File: src/hw/rtl/lphs_pkg.sv
`default_nettype none

package lphs_pkg;

    // Field and register widths
    localparam int KEY_W      = 31;
    localparam int ACTION_W   = 2;
    localparam int CFG_W      = 5;
    localparam int STATUS_W   = 2;

    // Port widths
    localparam int S_TDATA_W  = 40;
    localparam int M_TDATA_W  = 8;
    localparam int APB_ADDR_W = 3;
    localparam int APB_DATA_W = 32;

    // Default slot store depth and reset value of the slot count register
    localparam int                SLOTS_DEFAULT = 16;
    localparam logic [CFG_W-1:0]  SLOTS_RESET   = 5'd16;

    // Register index (taken from the word address bit)
    localparam logic REG_SLOTS_IN_USE = 1'b0;

    // Request codes
    localparam logic [ACTION_W-1:0] ACT_INSERT = 2'd0;
    localparam logic [ACTION_W-1:0] ACT_SEARCH = 2'd1;
    localparam logic [ACTION_W-1:0] ACT_DELETE = 2'd2;

    // Slot status codes
    localparam logic [STATUS_W-1:0] SLOT_EMPTY   = 2'd0;
    localparam logic [STATUS_W-1:0] SLOT_LIVE    = 2'd1;
    localparam logic [STATUS_W-1:0] SLOT_DELETED = 2'd2;

    // Remainder unit: key bits consumed per cycle
    localparam int MOD_BITS   = 4;
    localparam int MOD_CYCLES = (KEY_W + MOD_BITS - 1) / MOD_BITS;
    localparam int MOD_PAD_W  = MOD_CYCLES * MOD_BITS;
    localparam int MOD_CNT_W  = (MOD_CYCLES > 1) ? $clog2(MOD_CYCLES) : 1;

    typedef struct packed {
        logic               start;
        logic [KEY_W-1:0]   key;
        logic [CFG_W-1:0]   modulus;
    } mod_req_t;

    typedef struct packed {
        logic               done;
        logic [CFG_W-1:0]   rem;
    } mod_rsp_t;

endpackage

`default_nettype wire

File: src/hw/rtl/lphs_ram.sv
`default_nettype none

module lphs_ram #(
    parameter int WIDTH = 8,
    parameter int DEPTH = 16
) (
    input  wire logic                                      clk,
    input  wire logic                                      we,
    input  wire logic [((DEPTH > 1) ? $clog2(DEPTH) : 1)-1:0] waddr,
    input  wire logic [WIDTH-1:0]                          wdata,
    input  wire logic [((DEPTH > 1) ? $clog2(DEPTH) : 1)-1:0] raddr,
    output logic      [WIDTH-1:0]                          rdata
);

    logic [WIDTH-1:0] mem [DEPTH];

    always_ff @(posedge clk)
    begin
        if (we)
        begin
            mem[waddr] <= wdata;
        end
        rdata <= mem[raddr];
    end

endmodule

`default_nettype wire

File: src/hw/rtl/lphs_mod.sv
`default_nettype none

module lphs_mod
    import lphs_pkg::*;
(
    input  wire logic     clk,
    input  wire logic     rst_n,
    input  wire mod_req_t req,
    output mod_rsp_t      rsp
);

    logic                 busy_reg;
    logic                 done_reg;
    logic [MOD_CNT_W-1:0] cnt_reg;
    logic [MOD_PAD_W-1:0] shift_reg;
    logic [CFG_W-1:0]     rem_reg;
    logic [CFG_W-1:0]     rem_next;
    logic [CFG_W-1:0]     mod_reg;

    // Restoring remainder, MOD_BITS key bits per cycle, most significant first
    always_comb
    begin
        logic [CFG_W-1:0] r;
        logic [CFG_W:0]   t;
        r = rem_reg;
        t = '0;
        for (int k = 0; k < MOD_BITS; k++)
        begin
            t = {r, shift_reg[MOD_PAD_W-1-k]};
            if (t >= {1'b0, mod_reg})
            begin
                t = t - {1'b0, mod_reg};
            end
            r = t[CFG_W-1:0];
        end
        rem_next = r;
    end

    always_ff @(posedge clk or negedge rst_n)
    begin
        if (!rst_n)
        begin
            busy_reg <= 1'b0;
            done_reg <= 1'b0;
            cnt_reg  <= '0;
        end
        else if (req.start)
        begin
            busy_reg <= 1'b1;
            done_reg <= 1'b0;
            cnt_reg  <= '0;
        end
        else if (busy_reg)
        begin
            cnt_reg <= cnt_reg + 1'b1;
            if (cnt_reg == MOD_CNT_W'(MOD_CYCLES - 1))
            begin
                busy_reg <= 1'b0;
                done_reg <= 1'b1;
            end
        end
        else
        begin
            done_reg <= 1'b0;
        end
    end

    always_ff @(posedge clk)
    begin
        if (req.start)
        begin
            shift_reg <= MOD_PAD_W'(req.key);
            rem_reg   <= '0;
            mod_reg   <= req.modulus;
        end
        else if (busy_reg)
        begin
            shift_reg <= shift_reg << MOD_BITS;
            rem_reg   <= rem_next;
        end
    end

    assign rsp.done = done_reg;
    assign rsp.rem  = rem_reg;

endmodule

`default_nettype wire

File: src/hw/rtl/linear_probe_hash_set_top.sv
// Flow: each accepted request runs the 4-bit-per-cycle key modulo, then k probe steps (1 to the
//   clamped slot count), one slot store read each through the single read port; requests that need
//   no probe (full table on insert, empty set, unused action) skip the probe steps.
// Requests: one at a time, the next only once the last result is in the output register.
// Reset: asynchronous, active low; slot count returns to 16, live count to 0, and a clearing
//   pass empties every slot of the slot store; it repeats after every slot count write.
`default_nettype none

module linear_probe_hash_set_top
    import lphs_pkg::*;
#(
    parameter int SLOTS = SLOTS_DEFAULT
) (
    input  wire logic                  clk,
    input  wire logic                  rst_n,
    // Request stream
    input  wire logic                  s_tvalid,
    output logic                       s_tready,
    input  wire logic [S_TDATA_W-1:0]  s_tdata,   // [1:0] action, [32:2] key, rest zero
    // Result stream
    output logic                       m_tvalid,
    input  wire logic                  m_tready,
    output logic      [M_TDATA_W-1:0]  m_tdata,   // [0] success, rest zero
    // Configuration port
    input  wire logic                  psel,
    input  wire logic                  penable,
    input  wire logic                  pwrite,
    input  wire logic [APB_ADDR_W-1:0] paddr,
    input  wire logic [APB_DATA_W-1:0] pwdata,
    output logic      [APB_DATA_W-1:0] prdata,
    output logic                       pready
);

    localparam int               IDX_W    = (SLOTS > 1) ? $clog2(SLOTS) : 1;
    localparam int               SLOT_CAP = (SLOTS < 31) ? SLOTS : 31;
    localparam logic [CFG_W-1:0] CAP_N    = CFG_W'(SLOT_CAP);
    localparam int               RAM_W    = STATUS_W + KEY_W;

    // Sequencer states
    localparam logic [1:0] S_IDLE  = 2'd0;
    localparam logic [1:0] S_MOD   = 2'd1;
    localparam logic [1:0] S_PROBE = 2'd2;
    localparam logic [1:0] S_DONE  = 2'd3;

    logic [CFG_W-1:0]    slots_reg;
    logic [CFG_W-1:0]    n_active;
    logic                cfg_wr;

    logic                clr_busy_reg;
    logic [IDX_W-1:0]    clr_idx_reg;

    logic [1:0]          state_reg,  state_next;
    logic [ACTION_W-1:0] action_reg;
    logic [KEY_W-1:0]    key_reg;
    logic [CFG_W-1:0]    idx_reg,    idx_next;
    logic [CFG_W-1:0]    home_reg,   home_next;
    logic [CFG_W-1:0]    step_reg,   step_next;
    logic [CFG_W-1:0]    live_reg,   live_next;
    logic                ok_reg,     ok_next;
    logic                out_valid_reg;
    logic                out_success_reg;

    logic                s_accept;
    logic                out_load;
    logic [CFG_W-1:0]    idx_inc;
    logic [CFG_W-1:0]    rd_idx;

    logic                fsm_we;
    logic [RAM_W-1:0]    fsm_wdata;
    logic                ram_we;
    logic [IDX_W-1:0]    ram_waddr;
    logic [RAM_W-1:0]    ram_wdata;
    logic [RAM_W-1:0]    ram_rdata;
    logic [STATUS_W-1:0] rd_status;
    logic [KEY_W-1:0]    rd_key;
    logic                rd_live;
    logic                rd_empty;
    logic                rd_hit;

    mod_req_t            mod_req;
    mod_rsp_t            mod_rsp;

    // ------------------------------------------------------------------
    // Configuration: one register, slot count. A write restarts the clear.
    // ------------------------------------------------------------------
    assign pready = 1'b1;
    assign cfg_wr = psel && penable && pwrite && pready
                    && (paddr[APB_ADDR_W-1] == REG_SLOTS_IN_USE);
    assign prdata = (paddr[APB_ADDR_W-1] == REG_SLOTS_IN_USE)
                    ? APB_DATA_W'(slots_reg) : '0;

    always_ff @(posedge clk or negedge rst_n)
    begin
        if (!rst_n)
        begin
            slots_reg <= SLOTS_RESET;
        end
        else if (cfg_wr)
        begin
            slots_reg <= pwdata[CFG_W-1:0];
        end
    end

    // Clamp the modulus: zero acts as one, anything above the store depth (capped at 31) as that cap
    always_comb
    begin
        priority if (slots_reg == '0)
        begin
            n_active = CFG_W'(1);
        end
        else if (slots_reg > CAP_N)
        begin
            n_active = CAP_N;
        end
        else
        begin
            n_active = slots_reg;
        end
    end

    // Clearing pass: write every slot empty, one per cycle; requests wait
    always_ff @(posedge clk or negedge rst_n)
    begin
        if (!rst_n)
        begin
            clr_busy_reg <= 1'b1;
            clr_idx_reg  <= '0;
        end
        else if (cfg_wr)
        begin
            clr_busy_reg <= 1'b1;
            clr_idx_reg  <= '0;
        end
        else if (clr_busy_reg)
        begin
            clr_idx_reg <= clr_idx_reg + 1'b1;
            if (clr_idx_reg == IDX_W'(SLOTS - 1))
            begin
                clr_busy_reg <= 1'b0;
            end
        end
    end

    // ------------------------------------------------------------------
    // Key modulo unit
    // ------------------------------------------------------------------
    assign s_tready = (state_reg == S_IDLE) && !clr_busy_reg;
    assign s_accept = s_tvalid && s_tready;

    assign mod_req.start   = s_accept;
    assign mod_req.key     = s_tdata[ACTION_W +: KEY_W];
    assign mod_req.modulus = n_active;

    lphs_mod u_mod (
        .clk   (clk),
        .rst_n (rst_n),
        .req   (mod_req),
        .rsp   (mod_rsp)
    );

    // ------------------------------------------------------------------
    // Slot store: {status, key} per entry, one write and one read per cycle
    // ------------------------------------------------------------------
    assign rd_status = ram_rdata[RAM_W-1:KEY_W];
    assign rd_key    = ram_rdata[KEY_W-1:0];
    assign rd_live   = (rd_status == SLOT_LIVE);
    assign rd_empty  = (rd_status == SLOT_EMPTY);
    assign rd_hit    = (rd_key == key_reg);

    assign ram_we    = clr_busy_reg || fsm_we;
    assign ram_waddr = clr_busy_reg ? clr_idx_reg : IDX_W'(idx_reg);
    assign ram_wdata = clr_busy_reg ? {SLOT_EMPTY, {KEY_W{1'b0}}} : fsm_wdata;

    lphs_ram #(
        .WIDTH (RAM_W),
        .DEPTH (SLOTS)
    ) u_slot_ram (
        .clk   (clk),
        .we    (ram_we),
        .waddr (ram_waddr),
        .wdata (ram_wdata),
        .raddr (IDX_W'(rd_idx)),
        .rdata (ram_rdata)
    );

    // ------------------------------------------------------------------
    // Probe sequencer. In S_PROBE the read data belongs to idx_reg; when the
    // probe goes on, the next slot's read is issued in the same cycle.
    // The only write ends the request, so no read can overlap it.
    // ------------------------------------------------------------------
    assign idx_inc  = ((idx_reg + 1'b1) == n_active) ? '0 : idx_reg + 1'b1;
    assign out_load = (state_reg == S_DONE) && (!out_valid_reg || m_tready);

    always_comb
    begin
        state_next = state_reg;
        idx_next   = idx_reg;
        home_next  = home_reg;
        step_next  = step_reg;
        live_next  = live_reg;
        ok_next    = ok_reg;
        rd_idx     = idx_reg;
        fsm_we     = 1'b0;
        fsm_wdata  = {SLOT_LIVE, key_reg};

        unique case (state_reg)
            S_IDLE:
            begin
                if (s_accept)
                begin
                    ok_next    = 1'b0;
                    state_next = S_MOD;
                end
            end
            S_MOD:
            begin
                if (mod_rsp.done)
                begin
                    rd_idx    = mod_rsp.rem;
                    idx_next  = mod_rsp.rem;
                    home_next = mod_rsp.rem;
                    step_next = CFG_W'(1);
                    // Full table on insert, empty set on search or delete,
                    // or an unused action: answer without probing
                    if ((action_reg == ACT_INSERT && live_reg < n_active)
                        || ((action_reg == ACT_SEARCH || action_reg == ACT_DELETE)
                            && live_reg != '0))
                    begin
                        state_next = S_PROBE;
                    end
                    else
                    begin
                        state_next = S_DONE;
                    end
                end
            end
            S_PROBE:
            begin
                if (action_reg == ACT_INSERT)
                begin
                    priority if (!rd_live)
                    begin
                        fsm_we     = 1'b1;
                        fsm_wdata  = {SLOT_LIVE, key_reg};
                        live_next  = live_reg + 1'b1;
                        ok_next    = 1'b1;
                        state_next = S_DONE;
                    end
                    else if (rd_hit || step_reg == n_active)
                    begin
                        state_next = S_DONE;
                    end
                    else
                    begin
                        idx_next  = idx_inc;
                        rd_idx    = idx_inc;
                        step_next = step_reg + 1'b1;
                    end
                end
                else
                begin
                    priority if (rd_empty)
                    begin
                        state_next = S_DONE;
                    end
                    else if (rd_live && rd_hit)
                    begin
                        ok_next    = 1'b1;
                        state_next = S_DONE;
                        if (action_reg == ACT_DELETE)
                        begin
                            fsm_we    = 1'b1;
                            fsm_wdata = {SLOT_DELETED, key_reg};
                            live_next = live_reg - 1'b1;
                        end
                    end
                    else if (idx_inc == home_reg)
                    begin
                        state_next = S_DONE;
                    end
                    else
                    begin
                        idx_next  = idx_inc;
                        rd_idx    = idx_inc;
                        step_next = step_reg + 1'b1;
                    end
                end
            end
            S_DONE:
            begin
                if (out_load)
                begin
                    state_next = S_IDLE;
                end
            end
        endcase
    end

    always_ff @(posedge clk or negedge rst_n)
    begin
        if (!rst_n)
        begin
            state_reg     <= S_IDLE;
            live_reg      <= '0;
            out_valid_reg <= 1'b0;
        end
        else
        begin
            state_reg <= state_next;
            // A slot count write empties the set
            live_reg  <= cfg_wr ? '0 : live_next;
            if (out_load)
            begin
                out_valid_reg <= 1'b1;
            end
            else if (m_tready)
            begin
                out_valid_reg <= 1'b0;
            end
        end
    end

    // Payload: hold the request and probe position, no reset needed
    always_ff @(posedge clk)
    begin
        if (s_accept)
        begin
            action_reg <= s_tdata[ACTION_W-1:0];
            key_reg    <= s_tdata[ACTION_W +: KEY_W];
        end
        idx_reg  <= idx_next;
        home_reg <= home_next;
        step_reg <= step_next;
        ok_reg   <= ok_next;
        if (out_load)
        begin
            out_success_reg <= ok_reg;
        end
    end

    assign m_tvalid = out_valid_reg;
    assign m_tdata  = M_TDATA_W'(out_success_reg);

`ifndef SYNTHESIS
    a_live_bounded: assert property (@(posedge clk) disable iff (!rst_n)
        live_reg <= n_active)
        else $error("live count exceeds active slot count");

    a_no_write_in_clear: assert property (@(posedge clk) disable iff (!rst_n)
        fsm_we |-> !clr_busy_reg)
        else $error("slot write from sequencer during clearing pass");

    a_mod_done_in_mod: assert property (@(posedge clk) disable iff (!rst_n)
        mod_rsp.done |-> (state_reg == S_MOD))
        else $error("modulo result outside modulo wait");

    a_step_bounded: assert property (@(posedge clk) disable iff (!rst_n)
        (state_reg == S_PROBE) |-> (step_reg != '0 && step_reg <= n_active))
        else $error("probe ran past the slot count");

    a_live_change: assert property (@(posedge clk) disable iff (!rst_n)
        (live_reg != $past(live_reg) && !$past(cfg_wr)) |-> $past(fsm_we))
        else $error("live count moved without a slot write");
`endif

endmodule

`default_nettype wire
File: config.mk
export PLATFORM = sky130hd
export DESIGN_NAME = linear_probe_hash_set_top
export DESIGN_NICKNAME = d
export VERILOG_FILES = /design/src/hw/rtl/lphs_pkg.sv /design/src/hw/rtl/lphs_ram.sv /design/src/hw/rtl/lphs_mod.sv /design/src/hw/rtl/linear_probe_hash_set_top.sv
export SDC_FILE = /design/constraint.sdc
export NUM_CORES = 1
export LEC_CHECK = 0
export BUFFER_PORTS_ARGS = -buffer_cell sky130_fd_sc_hd__clkbuf_2
export CORE_UTILIZATION = 47
export DETAILED_ROUTE_END_ITERATION = 10
export SETUP_SLACK_MARGIN = 0.1
export SLEW_MARGIN = 25
export SYNTH_ARGS = -nofsm -noshare
export SYNTH_HDL_FRONTEND = slang
export SYNTH_SLANG_ARGS = --single-unit
File: constraint.sdc
create_clock -name clk -period 8.05 [get_ports clk]
set_input_delay 1.2075 -clock clk [delete_from_list [all_inputs] [get_ports clk]]
set_output_delay 1.2075 -clock clk [all_outputs]
set_load 0.005 [all_outputs]
# After elaboration in Yosys (flattened, before gate mapping)

Memory sizes are Yosys's and may differ from the RTL's. A register that Yosys moved wholly into a read port is not among the register bits.
Cells that the tools add are included.

Output and inout port bits: 43
Register bits after elaboration: 115
Logic and storage cells: 180
Memories kept: 1
Input port bits: 82
Bits in writable memories: 528

Equal/unequal tests: 27
Order comparisons: 6
Multiplexer cells: 80
Reduce and logical (&&, ||, !) cells: 34
$add $sub $neg: 10
Bitwise logic cells: 1

Memories:

| name           | words | width | rd ports | clocked after memory_dff | write ports | line           | RTL |
|---|---|---|---|---|---|---|---|
| u_slot_ram.mem | 16    | 33    | 1        | 1                        | 1           | lphs_ram.sv:15 | `logic [WIDTH-1:0] mem [DEPTH];` |

Operators with widths:

| kind                  | number |
|---|---|
| $mux W33              | 6 |
| $mux W5               | 29 |
| $mux W31              | 2 |
| $eq A31 B31 Y1        | 1 |
| $ne A3 B3 Y1 const B  | 9 |
| $mux W1               | 25 |
| $ge A6 B5 Y1          | 4 |
| $pmux W5 S2           | 2 |
| $sub A5 B5 Y5         | 4 |
| $mux W2               | 9 |
| $add A5 B1 Y5 const B | 3 |
| $eq A5 B5 Y1          | 3 |
| $reduce_and A5 Y1     | 3 |
| $mux W4               | 3 |
| $reduce_bool A2 Y1    | 6 |
| $logic_and A1 B1 Y1   | 9 |
| $pmux W2 S4           | 1 |
| $reduce_and A7 Y1     | 1 |
| $eq A2 B1 Y1 const B  | 3 |
| $eq A2 B2 Y1 const B  | 3 |
| $logic_not A2 Y1      | 3 |
| $mux W3               | 2 |
| $reduce_bool A3 Y1    | 2 |
| $gt A5 B5 Y1 const B  | 1 |
| 18 further kinds      | 24 |

# Logic depth before layout (Yosys ltp)

Gate-level depths: netlist of the first run.

Depth after elaboration: 11
Gate-level depth with buffers: 33
Gate-level depth less buffers: 33

# By module

From an unflattened synthesis of the first run, not the netlist that was laid out.

Cell total of the unflattened synthesis: 1518
Area, all modules: 27950.6 um^2

Modules (own cells, without submodules):

| module                    | seq. area each (um^2) | cells an instance | area an instance (um^2) | instances |
|---|---|---|---|---|
| lphs_ram                  | 16515.8               | 864               | 20629.8                 | 1 |
| linear_probe_hash_set_top | 1914.3                | 422               | 4423.0                  | 1 |
| lphs_mod                  | 1326.3                | 232               | 2897.8                  | 1 |

# Worst setup path before layout of the first run

No wires, ideal clock.

Path type: flip-flop to flip-flop
Start: register u_mod.mod_reg[1]
End: register u_mod.rem_reg[1]
Stages on the path, launching flop included: 31
Period minus slack after synthesis: 6966 ps
Path buffers: 0
Data arrival time: 6780 ps
Library setup time: 186 ps
Data required time: 7864 ps
Setup slack: 1084 ps
Path through: edfxtp_1 -> inv_1 -> ha_1 -> and3_1 -> a311o_1 -> o21ba_2 -> mux2_2 -> ha_1 -> nor2b_1 -> o21ai_0 -> nand2b_1 -> a41o_1 -> a211oi_1 -> mux2i_1 -> ha_1 -> nor2b_1 -> o21ai_0 -> nand2b_1 -> a41o_1 -> a21oi_1 -> o211ai_1 -> nor2_1 -> a21oi_1 -> fa_1 -> a21o_1 -> a21o_1 -> nand2_1 -> nand3b_1 -> mux2_2 -> mux2i_1 -> nor2_1

Longest elaborated chain between the ends: 8
Elaborated cells on any way between the ends: 12
Classes of those cells: add/sub (4); order compare (4); mux (4)

RTL lines:

| what                                                 | line                           | RTL |
|---|---|---|
| from (decl)                                          | lphs_mod.sv:18                 | `logic [CFG_W-1:0] mod_reg;` |
| from (signal assigned)                               | lphs_mod.sv:74                 | `mod_reg <= req.modulus;` |
| $sub A5 B5 Y5 / $ge A6 B5 Y1 (equally long branches) | lphs_mod.sv:32, lphs_mod.sv:30 |  |
| $mux W5                                              | lphs_mod.sv:30                 | `if (t >= {1'b0, mod_reg})` |
| $sub A5 B5 Y5 / $ge A6 B5 Y1 (equally long branches) | lphs_mod.sv:32, lphs_mod.sv:30 |  |
| $mux W5                                              | lphs_mod.sv:30                 |  |
| $sub A5 B5 Y5 / $ge A6 B5 Y1 (equally long branches) | lphs_mod.sv:32, lphs_mod.sv:30 |  |
| $mux W5                                              | lphs_mod.sv:30                 |  |
| $ge A6 B5 Y1 / $sub A5 B5 Y5 (equally long branches) | lphs_mod.sv:30, lphs_mod.sv:32 |  |
| $mux W5 *                                            | lphs_mod.sv:30                 |  |
| to (signal assigned)                                 | lphs_mod.sv:79                 | `rem_reg <= rem_next;` |
| to (decl)                                            | lphs_mod.sv:16                 | `logic [CFG_W-1:0] rem_reg;` |

Mark *: on every way between the ends. The rest lies on a longest branch, timed or not.
A chain may end at the register's enable or synchronous reset.

# Final worst setup path of the first run

Ends and elaborated chain as after synthesis.

==> flow_metrics.env, run 1 <==
export IMPL_outcome="complete, no violations"
export IMPL_start_util_pct=47.5
export IMPL_synthDistinctLibCells=69
export IMPL_numPortBuffers=53
export IMPL_fmax_mhz=136
export IMPL_crit_slowest_cell="edfxtp_1"
export IMPL_slew_headroom_pct=28.4
export IMPL_postCtsSetupRepairBufs=0
export IMPL_yosys_register_bits=676
export IMPL_syn_area_um2=28100
export IMPL_p_comb_share_pct=38.6
export IMPL_min_delay_start="ok_reg"
export IMPL_p_int_w=0.00870
export IMPL_antenna_found_initial=1
export IMPL_fin_worst_skew_ns=0.0240
export IMPL_syn_area_per_cell_um2=13.1
export IMPL_n_antenna_cell=0
export IMPL_first_pass_iters=6
export IMPL_reg2reg_to="u_mod.rem_reg[1]"
export IMPL_synthCells=2143
export IMPL_drive_above_1_share_pct=10.3
export IMPL_r2r_start="u_mod.mod_reg[1]"
export IMPL_cts_tree="done"
export IMPL_core_um2=59000
export IMPL_cts_max_level=3
export IMPL_wl_per_cell_um=23.3
export IMPL_cp_common_cell="ha_1"
export IMPL_hold_ws_ns=0.428
export IMPL_cp_data_required_time_ns=8.52
export IMPL_grtUsageTotal_pct=23.2
export IMPL_maxCapViolCount=0
export IMPL_crit_arrival_ns=7.80
export IMPL_clock_path_buffers=3
export IMPL_cts_hold_buf=0
export IMPL_yosys_top_cells_area="edfxtp_1 65%, nand2_1 5.4%, a21oi_1 5.2%, dfxtp_1 3.1%, a22oi_1 2.7%"
export IMPL_grt_pass1_wl_um=104000
export IMPL_rows=89
export IMPL_hpwl_um=37300
export IMPL_die_y_um=246
export IMPL_wirelength_um=70000
export IMPL_synth_edf_count=610
export IMPL_drtAntennaViolNets=0
export IMPL_synth_largest_area_cell="edfxtp_1"
export IMPL_setup_tns_ns=0
export IMPL_finalHoldViolCount=0
export IMPL_fin_nets=2302
export IMPL_fill_cells=4911
export IMPL_drc=0
export IMPL_timing_final_ws_setup_ns=0.722
export IMPL_die_width_um=246
export IMPL_tightest_slew_ns=1.07
export IMPL_finalCritPeriodShare_pct=91.0
export IMPL_startpoint_type="register"
export IMPL_reg2reg_slack_ns=0.72
export IMPL_cts_sinks=676
export IMPL_path_max_fanout=9
export IMPL_setup_viol=0
export IMPL_hold_path_class="reg2reg"
export IMPL_startpoint="u_mod.mod_reg[1]"
export IMPL_numCtsBuffers=71
export IMPL_areaGrowthSynthToFinish_pct=12.2
export IMPL_top_level_ports=125
export IMPL_slew_violations=0
export IMPL_slowest_delay_ns=0.46
export IMPL_grt_overflow=0
export IMPL_p_seq_share_pct=37.9
export IMPL_ys_flop_type="edfxtp_1"
export IMPL_rsz0062_at_grt="false"
export IMPL_dp_slack_ns=0.790
export IMPL_globalplace_congestion=0.809
export IMPL_largest_reg_flops=528
export IMPL_clkPwrFrac_pct=23.5
export IMPL_vias=17400
export IMPL_synth_async_reset_ratio_pct=3.40
export IMPL_ir_worst_vdd_uv=389
export IMPL_grt_max_degree=187
export IMPL_swShare_pct=36.3
export IMPL_reg2reg_depth=31
export IMPL_clk_pin_slew_ns=0.06
export IMPL_netSwitchingPower_w=0.00495
export IMPL_synth_top_cell_area_share_pct=65.3
export IMPL_grt_pass1_vias=16900
export IMPL_p_leak_nw=11.3
export IMPL_die_area_um2=60700
export IMPL_clk_latency_ns=0.62
export IMPL_via_per_inst=5.78
export IMPL_critPathCapture="u_mod.rem_reg[1]"
export IMPL_finalCriticalPeriod_ns=7.33
export IMPL_seq_area_frac_synth_pct=70.4
export IMPL_path_class="reg2reg"
export IMPL_cts_resized=0
export IMPL_root_buffer="clkbuf_16"
export IMPL_drt_iter0_markers=1697
export IMPL_power_density_nw_per_um2=434
export IMPL_end_kind="register"
export IMPL_synth_warnings=0
layout make-up:
type | count | area (um^2) | area share (%)
Multi-Input combinational cell | 1295 | 7660 | 24.4
Inverter | 45 | 184 | 0.584
Tap cell | 773 | 967 | 3.07
Timing Repair Buffer | 87 | 598 | 1.90
Sequential cell | 676 | 19800 | 62.8
Clock inverter | 29 | 268 | 0.851
Clock buffer | 103 | 2030 | 6.45
metrics by stage:
step | utilization (%) | std cells | instance area [um^2] | total power [W]
2_1_floorplan | - | 2176 | 28200 | 0.00893
3_3_place_gp | 49.3 | 2874 | 29100 | 0.0103
3_5_place_dp | 49.4 | 2876 | 29200 | 0.0105
4_1_cts | 53.3 | 3008 | 31500 | 0.0137
5_1_grt | 53.3 | 3008 | 31500 | 0.0145
6_report | 53.3 | 3008 | 31500 | 0.0137
logic make-up after synthesis:
kind of cell             after synthesis  share of synthesized area (%)
flip-flops                           676                           70.4
AND/OR/NAND/NOR                      571                           8.60
AO/OA/AOI/OAI                        561                           12.7
buffers and inverters                205                           3.31
XOR/XNOR                              59                           1.92
adder cells (fa/ha/maj)               44                           2.10
multiplexers                          25                          0.941
other                                  2                         0.0268
cells in the mapped netlist (11+ instances only):
master / number
a21o_1: 43
o21ai_0: 21
o311ai_1: 30
mux2_2: 11
nor2b_1: 49
dfxtp_1: 43
edfxtp_1: 610
a211o_1: 34
dfrtp_1: 21
buf_2: 19
inv_1: 42
nor2_1: 59
mux2i_1: 14
buf_1: 14
xnor2_1: 22
nand2_1: 404
clkbuf_1: 90
a22oi_1: 101
buf_4: 36
ha_1: 39
a21oi_1: 289
xor2_1: 35
cells in the final DEF, fill, tap and decap left out, types with 7 or more instances in the layout:
| master | count |
|---|---|
| nor2_1 | 42 |
| clkbuf_2 | 53 |
| buf_4 | 28 |
| nand3_1 | 8 |
| nand2_1 | 401 |
| a21oi_1 | 289 |
| mux2_2 | 11 |
| nor2b_1 | 47 |
| ha_1 | 39 |
| clkbuf_1 | 22 |
| dfxtp_1 | 43 |
| nor4_1 | 7 |
| dfrtp_1 | 21 |
| mux2i_1 | 14 |
| a21o_1 | 43 |
| and3_1 | 7 |
| xor2_1 | 35 |
| edfxtp_1 | 610 |
| o311ai_1 | 30 |
| conb_1 | 35 |
| nor2_4 | 17 |
| clkbuf_16 | 74 |
| o21ai_0 | 21 |
| a22oi_1 | 101 |
| xnor2_1 | 22 |
| nor3_1 | 7 |
| clkinv_1 | 13 |
| nand2b_1 | 8 |
| clkinv_2 | 10 |
| a211o_1 | 34 |
| inv_1 | 41 |
| clkbuf_8 | 7 |
worst max-delay path: cells and delay by family (launching register included):
| family | cells | cell delay (ns) |
|---|---|---|
| compound gates | 12 | 2.54 |
| fa+ha+maj | 4 | 1.40 |
| simple gates | 9 | 1.20 |
| mux | 4 | 1.14 |
| buf+inv | 2 | 0.47 |
| flops | 1 | 0.46 |
worst min-delay path by stage:
| stage | to | slack, ns | depth (start not counted) |
|---|---|---|---|
| 3_3_place_gp | out_success_reg | 0.42 | 0 |
| 4_1_cts | out_success_reg | 0.43 | 0 |
| 6_report | out_success_reg | 0.43 | 0 |
| 5_1_grt | out_success_reg | 0.46 | 0 |
| 3_5_place_dp | out_success_reg | 0.42 | 0 |
| 2_1_floorplan | out_success_reg | 0.40 | 0 |
power by group through the flow:
stage	logic [W]	registers, W	clock network [W]
2_1_floorplan	0.00380	0.00513	0
3_3_place_gp	0.00511	0.00522	0
3_5_place_dp	0.00524	0.00525	0
4_1_cts	0.00528	0.00518	0.00325
5_1_grt	0.00582	0.00525	0.00339
6_report	0.00527	0.00518	0.00321
layer usage:
metal  track usage [%]  vias up  share of wire (%)
li1                  -     7918                  -
met1              32.5     8766                 44
met5                 0        -                  0
met2              36.9      573                 48
met4              8.50        0                3.2
met3              3.32      119                5.3
No activity file was read; power rests on OpenSTA's default activity.
==> run 2: changes to the inputs <==
--- a/config.mk
+++ b/config.mk
@@ -8,8 +8,10 @@
 export BUFFER_PORTS_ARGS = -buffer_cell sky130_fd_sc_hd__clkbuf_2
 export CORE_UTILIZATION = 47
 export DETAILED_ROUTE_END_ITERATION = 10
+export PLACE_DENSITY_LB_ADDON = 0.08
 export SETUP_SLACK_MARGIN = 0.1
 export SLEW_MARGIN = 25
 export SYNTH_ARGS = -nofsm -noshare
 export SYNTH_HDL_FRONTEND = slang
 export SYNTH_SLANG_ARGS = --single-unit
+export TNS_END_PERCENT = 1
==> run 2 against run 1 <==
  * Global-route usage is 0.90 points higher
  * Die area stayed put
  * Critical endpoint unchanged
  * Clock skew is 0.0012 ns lower
==> flow_metrics.env, run 2 (synthesized netlist as in run 1, its figures left out) <==
export IMPL_p_leak_nw=11.4
export IMPL_finalCriticalPeriod_ns=7.40
export IMPL_first_pass_iters=5
export IMPL_mostFrequentLayoutCells="610 x edfxtp_1, 401 x nand2_1, 289 x a21oi_1"
export IMPL_rows=89
export IMPL_largest_reg_flops=528
export IMPL_areaGrowthSynthToFinish_pct=13.0
export IMPL_cts_sinks=676
export IMPL_startpoint_type="register"
export IMPL_grt_overflow=0
export IMPL_slew_violations=0
export IMPL_path_class="reg2reg"
export IMPL_cts_tree="done"
export IMPL_grt_max_degree=138
export IMPL_path_max_fanout=9
export IMPL_via_per_inst=5.71
export IMPL_drc=0
export IMPL_p_seq_share_pct=37.4
export IMPL_clk_latency_ns=0.61
export IMPL_cts_hold_buf=0
export IMPL_end_kind="register"
export IMPL_wl_per_cell_um=23.8
export IMPL_die_width_um=246
export IMPL_setup_tns_ns=0
export IMPL_drtAntennaViolNets=0
export IMPL_outcome="complete, no violations"
export IMPL_crit_slowest_cell="edfxtp_1"
export IMPL_p_comb_share_pct=37.9
export IMPL_clock_path_buffers=3
export IMPL_die_y_um=246
export IMPL_drt_iter0_markers=1838
export IMPL_power_density_nw_per_um2=439
export IMPL_core_um2=59000
export IMPL_crit_arrival_ns=7.85
export IMPL_final_common_cell="edfxtp_1"
export IMPL_p_int_w=0.00891
export IMPL_hold_path_class="reg2reg"
export IMPL_top_level_ports=125
export IMPL_fmax_mhz=135
export IMPL_finalHoldViolCount=0
export IMPL_rsz0062_at_grt="false"
export IMPL_drive_above_1_share_pct=11.3
export IMPL_antenna_found_initial=0
export IMPL_finalCritPeriodShare_pct=91.9
export IMPL_fin_nets=2309
export IMPL_clk_pin_slew_ns=0.06
export IMPL_slowest_delay_ns=0.49
export IMPL_globalplace_congestion=0.796
export IMPL_grt_pass1_vias=16800
export IMPL_setup_viol=0
export IMPL_clkPwrFrac_pct=24.7
export IMPL_cp_data_required_time_ns=8.50
export IMPL_wirelength_um=71800
export IMPL_fin_worst_skew_ns=0.0228
export IMPL_cp_common_cell="ha_1"
export IMPL_slew_headroom_pct=32.1
export IMPL_grtUsageTotal_pct=24.1
export IMPL_netSwitchingPower_w=0.00501
export IMPL_grt_pass1_wl_um=108000
export IMPL_finalInstanceArea_um2=31700
export IMPL_cts_max_level=3
export IMPL_ir_worst_vdd_uv=398
export IMPL_root_buffer="clkbuf_16"
export IMPL_hpwl_um=40000
export IMPL_swShare_pct=36.0
export IMPL_maxCapViolCount=0
export IMPL_vias=17200
export IMPL_placed_area_um2=29200
export IMPL_numPortBuffers=53
export IMPL_tightest_slew_ns=1.02
export IMPL_start_util_pct=47.5
export IMPL_n_antenna_cell=0
export IMPL_fin_total_pwr_w=0.0139
export IMPL_die_area_um2=60700
export IMPL_numCtsBuffers=73
-- run 2: worst paths after layout --
check,depth (start not counted),start,slack [ns],to
min reg2reg,0,ok_reg,0.44,out_success_reg
min in group asynchronous,1,rst_n,0.63,slots_reg[0]
max,31,u_mod.mod_reg[1],0.65,u_mod.rem_reg[1]
min,0,ok_reg,0.44,out_success_reg
max in group asynchronous,1,rst_n,6.97,u_mod.cnt_reg[1]
max reg2reg,31,u_mod.mod_reg[1],0.65,u_mod.rem_reg[1]
-- run 2: layout make-up --
type | instances | area (um^2)
clock buffers | 92 | 1990
clock inverters | 42 | 479
fillers | 4975 | 27300
inverters | 45 | 181
multi-input cells | 1295 | 7680
flip-flops and latches | 676 | 19800
well taps | 773 | 967
repair buffers | 92 | 653
-- run 2: stage by stage --
step,instances,hold slack (ns),utilization (%),worst slack [ns]
final,3015,0.438,53.7,0.651
after global routing,3015,0.451,53.7,0.104
after CTS,3015,0.441,53.7,0.523
after detailed placement,2881,0.425,49.5,0.603
after global placement,2876,0.416,49.3,0.804
after floorplan,2176,0.400,-,1.08
-- run 2: repair_timing --
action	4_1_cts	5_1_grt
buffers inserted	0	0
endpoints found under the setup margin	0	4
resized for setup	0	1
-- run 2: power groups by stage --
stage	combinational (W)	sequential, W	clock [W]
after floorplan	0.00380	0.00513	0
after global placement	0.00515	0.00525	0
after detailed placement	0.00527	0.00526	0
after CTS	0.00530	0.00520	0.00350
after global routing	0.00587	0.00527	0.00363
final	0.00527	0.00520	0.00344
-- run 2: layer usage --
metal	part of all wire (%)	vias to the layer above	routed length, um	global-route usage, %
li1	-	7944	-	-
met1	45	8674	32200	34.8
met2	47	499	34100	38.2
met3	5.6	99	4010	3.51
met4	2.2	0	1550	6.66
met5	0	-	0	0
-- run 2: critical path, delay by kind of cell, from the launching register on --
kind	cells	cell delay (ns)
AO/OA/AOI/OAI	12	2.65
adder cells (fa/ha/maj)	4	1.38
buffers and inverters	2	0.41
flip-flops	1	0.49
multiplexers	4	1.11
AND/OR/NAND/NOR	9	1.20
==> run 3: changes to the inputs <==
--- a/config.mk
+++ b/config.mk
@@ -9,6 +9,7 @@
 export CORE_UTILIZATION = 47
 export DETAILED_ROUTE_END_ITERATION = 10
 export PLACE_DENSITY_LB_ADDON = 0.08
+export RECOVER_POWER = 25
 export SETUP_SLACK_MARGIN = 0.1
 export SLEW_MARGIN = 25
 export SYNTH_ARGS = -nofsm -noshare
==> run 3 against run 2 <==
  * The run now ends with max-capacitance violations, max-slew violations left
  * Clock skew hardly changed
  * Die area unchanged
  * Combinational power about the same
==> flow_metrics.env, run 3 (synthesized netlist as in run 1, its figures left out) <==
export IMPL_tightest_slew_ns=1.90
export IMPL_end_kind="register"
export IMPL_drt_iter0_markers=1807
export IMPL_path_depth=31
export IMPL_startpoint_type="register"
export IMPL_hold_path_class="reg2reg"
export IMPL_finalInstanceArea_um2=31600
export IMPL_ir_worst_vdd_uv=399
export IMPL_fin_nets=2309
export IMPL_holdPathStages=0
export IMPL_slew_headroom_pct=-26.7
export IMPL_crit_arrival_ns=7.85
export IMPL_root_buffer="clkbuf_16"
export IMPL_clk_latency_ns=0.61
export IMPL_grt_max_degree=138
export IMPL_cts_max_level=3
export IMPL_outcome="finished, violations left"
export IMPL_grt_pass1_vias=16800
export IMPL_power_density_nw_per_um2=440
export IMPL_antenna_found_initial=0
export IMPL_violations="max-capacitance violations, max-slew violations"
export IMPL_die_width_um=246
export IMPL_start_util_pct=47.5
export IMPL_drc=0
export IMPL_critPathTopFamily="compound AO/OA/AOI/OAI gates"
export IMPL_reg2reg_depth=31
export IMPL_fmax_mhz=135
export IMPL_fin_worst_skew_ns=0.0228
export IMPL_p_leak_nw=11.3
export IMPL_path_max_fanout=9
export IMPL_postCtsSetupRepairBufs=0
export IMPL_reg2reg_to="u_mod.rem_reg[1]"
export IMPL_globalplace_congestion=0.796
export IMPL_setup_viol=0
export IMPL_via_per_inst=5.71
export IMPL_cts_sinks=676
export IMPL_placed_area_um2=29200
export IMPL_finalHoldViolCount=0
export IMPL_wl_per_cell_um=23.8
export IMPL_reg2reg_slack_ns=0.65
export IMPL_n_antenna_cell=0
export IMPL_path_class="reg2reg"
export IMPL_critPathBufInv=2
export IMPL_startpoint="u_mod.mod_reg[1]"
export IMPL_rows=89
export IMPL_clk_pin_slew_ns=0.06
export IMPL_maxCapViolCount=1
export IMPL_setup_tns_ns=0
export IMPL_fin_total_pwr_w=0.0139
export IMPL_numPortBuffers=53
export IMPL_top_level_ports=125
export IMPL_cp_data_required_time_ns=8.50
export IMPL_grt_pass1_wl_um=108000
export IMPL_critPathCapture="u_mod.rem_reg[1]"
export IMPL_drtAntennaViolNets=0
export IMPL_first_pass_iters=6
export IMPL_crit_slowest_cell="edfxtp_1"
export IMPL_grt_overflow=0
export IMPL_cts_tree="done"
export IMPL_hpwl_um=40000
export IMPL_wirelength_um=71900
export IMPL_vias=17200
export IMPL_core_um2=59000
export IMPL_clock_path_buffers=3
export IMPL_largest_reg_flops=528
export IMPL_die_area_um2=60700
export IMPL_fin_util_pct=53.6
export IMPL_slew_violations=30
export IMPL_cp_common_cell="ha_1"
export IMPL_die_y_um=246
export IMPL_finalCritPeriodShare_pct=91.9
export IMPL_final_common_cell="edfxtp_1"
export IMPL_rsz0062_at_grt="false"
export IMPL_finalCriticalPeriod_ns=7.40
export IMPL_numCtsBuffers=73
export IMPL_fill_cells=5013
export IMPL_mostFrequentLayoutCells="610 x edfxtp_1, 401 x nand2_1, 289 x a21oi_1"
export IMPL_drive_above_1_share_pct=9.46
export IMPL_areaGrowthSynthToFinish_pct=12.8
export IMPL_grtUsageTotal_pct=24.1
export IMPL_r2r_start="u_mod.mod_reg[1]"
export IMPL_slowest_delay_ns=0.49
==> run 3: where the power goes <==
group	internal, W	switching [W]	leakage, nW	total [W]
clock	0.00206	0.00139	1.20	0.00345
combinational	0.00199	0.00327	3.82	0.00526
sequential	0.00486	0.000339	6.30	0.00520
total	0.00890	0.00500	11.3	0.0139
==> run 3: cell type report <==
class,count,area (um^2),area share (%)
clock buffers,92,1990,6.29
clock inverters,42,479,1.51
inverters,45,181,0.573
multi-input cells,1295,7660,24.2
flip-flops and latches,676,19800,62.4
well taps,773,967,3.06
repair buffers,92,607,1.92
==> run 3: repair_timing <==
item,CTS,global route
setup endpoints to repair,0,4
hold buffers,0,0
endpoints found under the hold margin,0,0
gates resized for setup,0,1
==> run 3: per-layer routing <==
| metal | share of wire, % | wire [um] | track usage [%] | vias up |
|---|---|---|---|---|
| met5 | 0 | 0 | 0 | - |
| met4 | 2.4 | 1700 | 6.66 | 0 |
| met3 | 5.7 | 4090 | 3.51 | 101 |
| met2 | 47 | 33900 | 38.2 | 539 |
| met1 | 45 | 32200 | 34.8 | 8639 |
| li1 | - | - | - | 7941 |
==> run 3: stage by stage <==
step	setup slack, ns	hold WS, ns	std cells
after global placement	0.804	0.416	2876
after floorplan	1.08	0.400	2176
after CTS	0.523	0.441	3015
after detailed placement	0.603	0.425	2881
after global routing	0.104	0.451	3015
final	0.653	0.439	3015
==> run 3: worst min path at each step <==
stage / startpoint / to / slack [ns]
floorplan: ok_reg / out_success_reg / 0.40
global placement: ok_reg / out_success_reg / 0.42
detailed placement: ok_reg / out_success_reg / 0.43
CTS: ok_reg / out_success_reg / 0.44
global route: ok_reg / out_success_reg / 0.45
finish: ok_reg / out_success_reg / 0.44
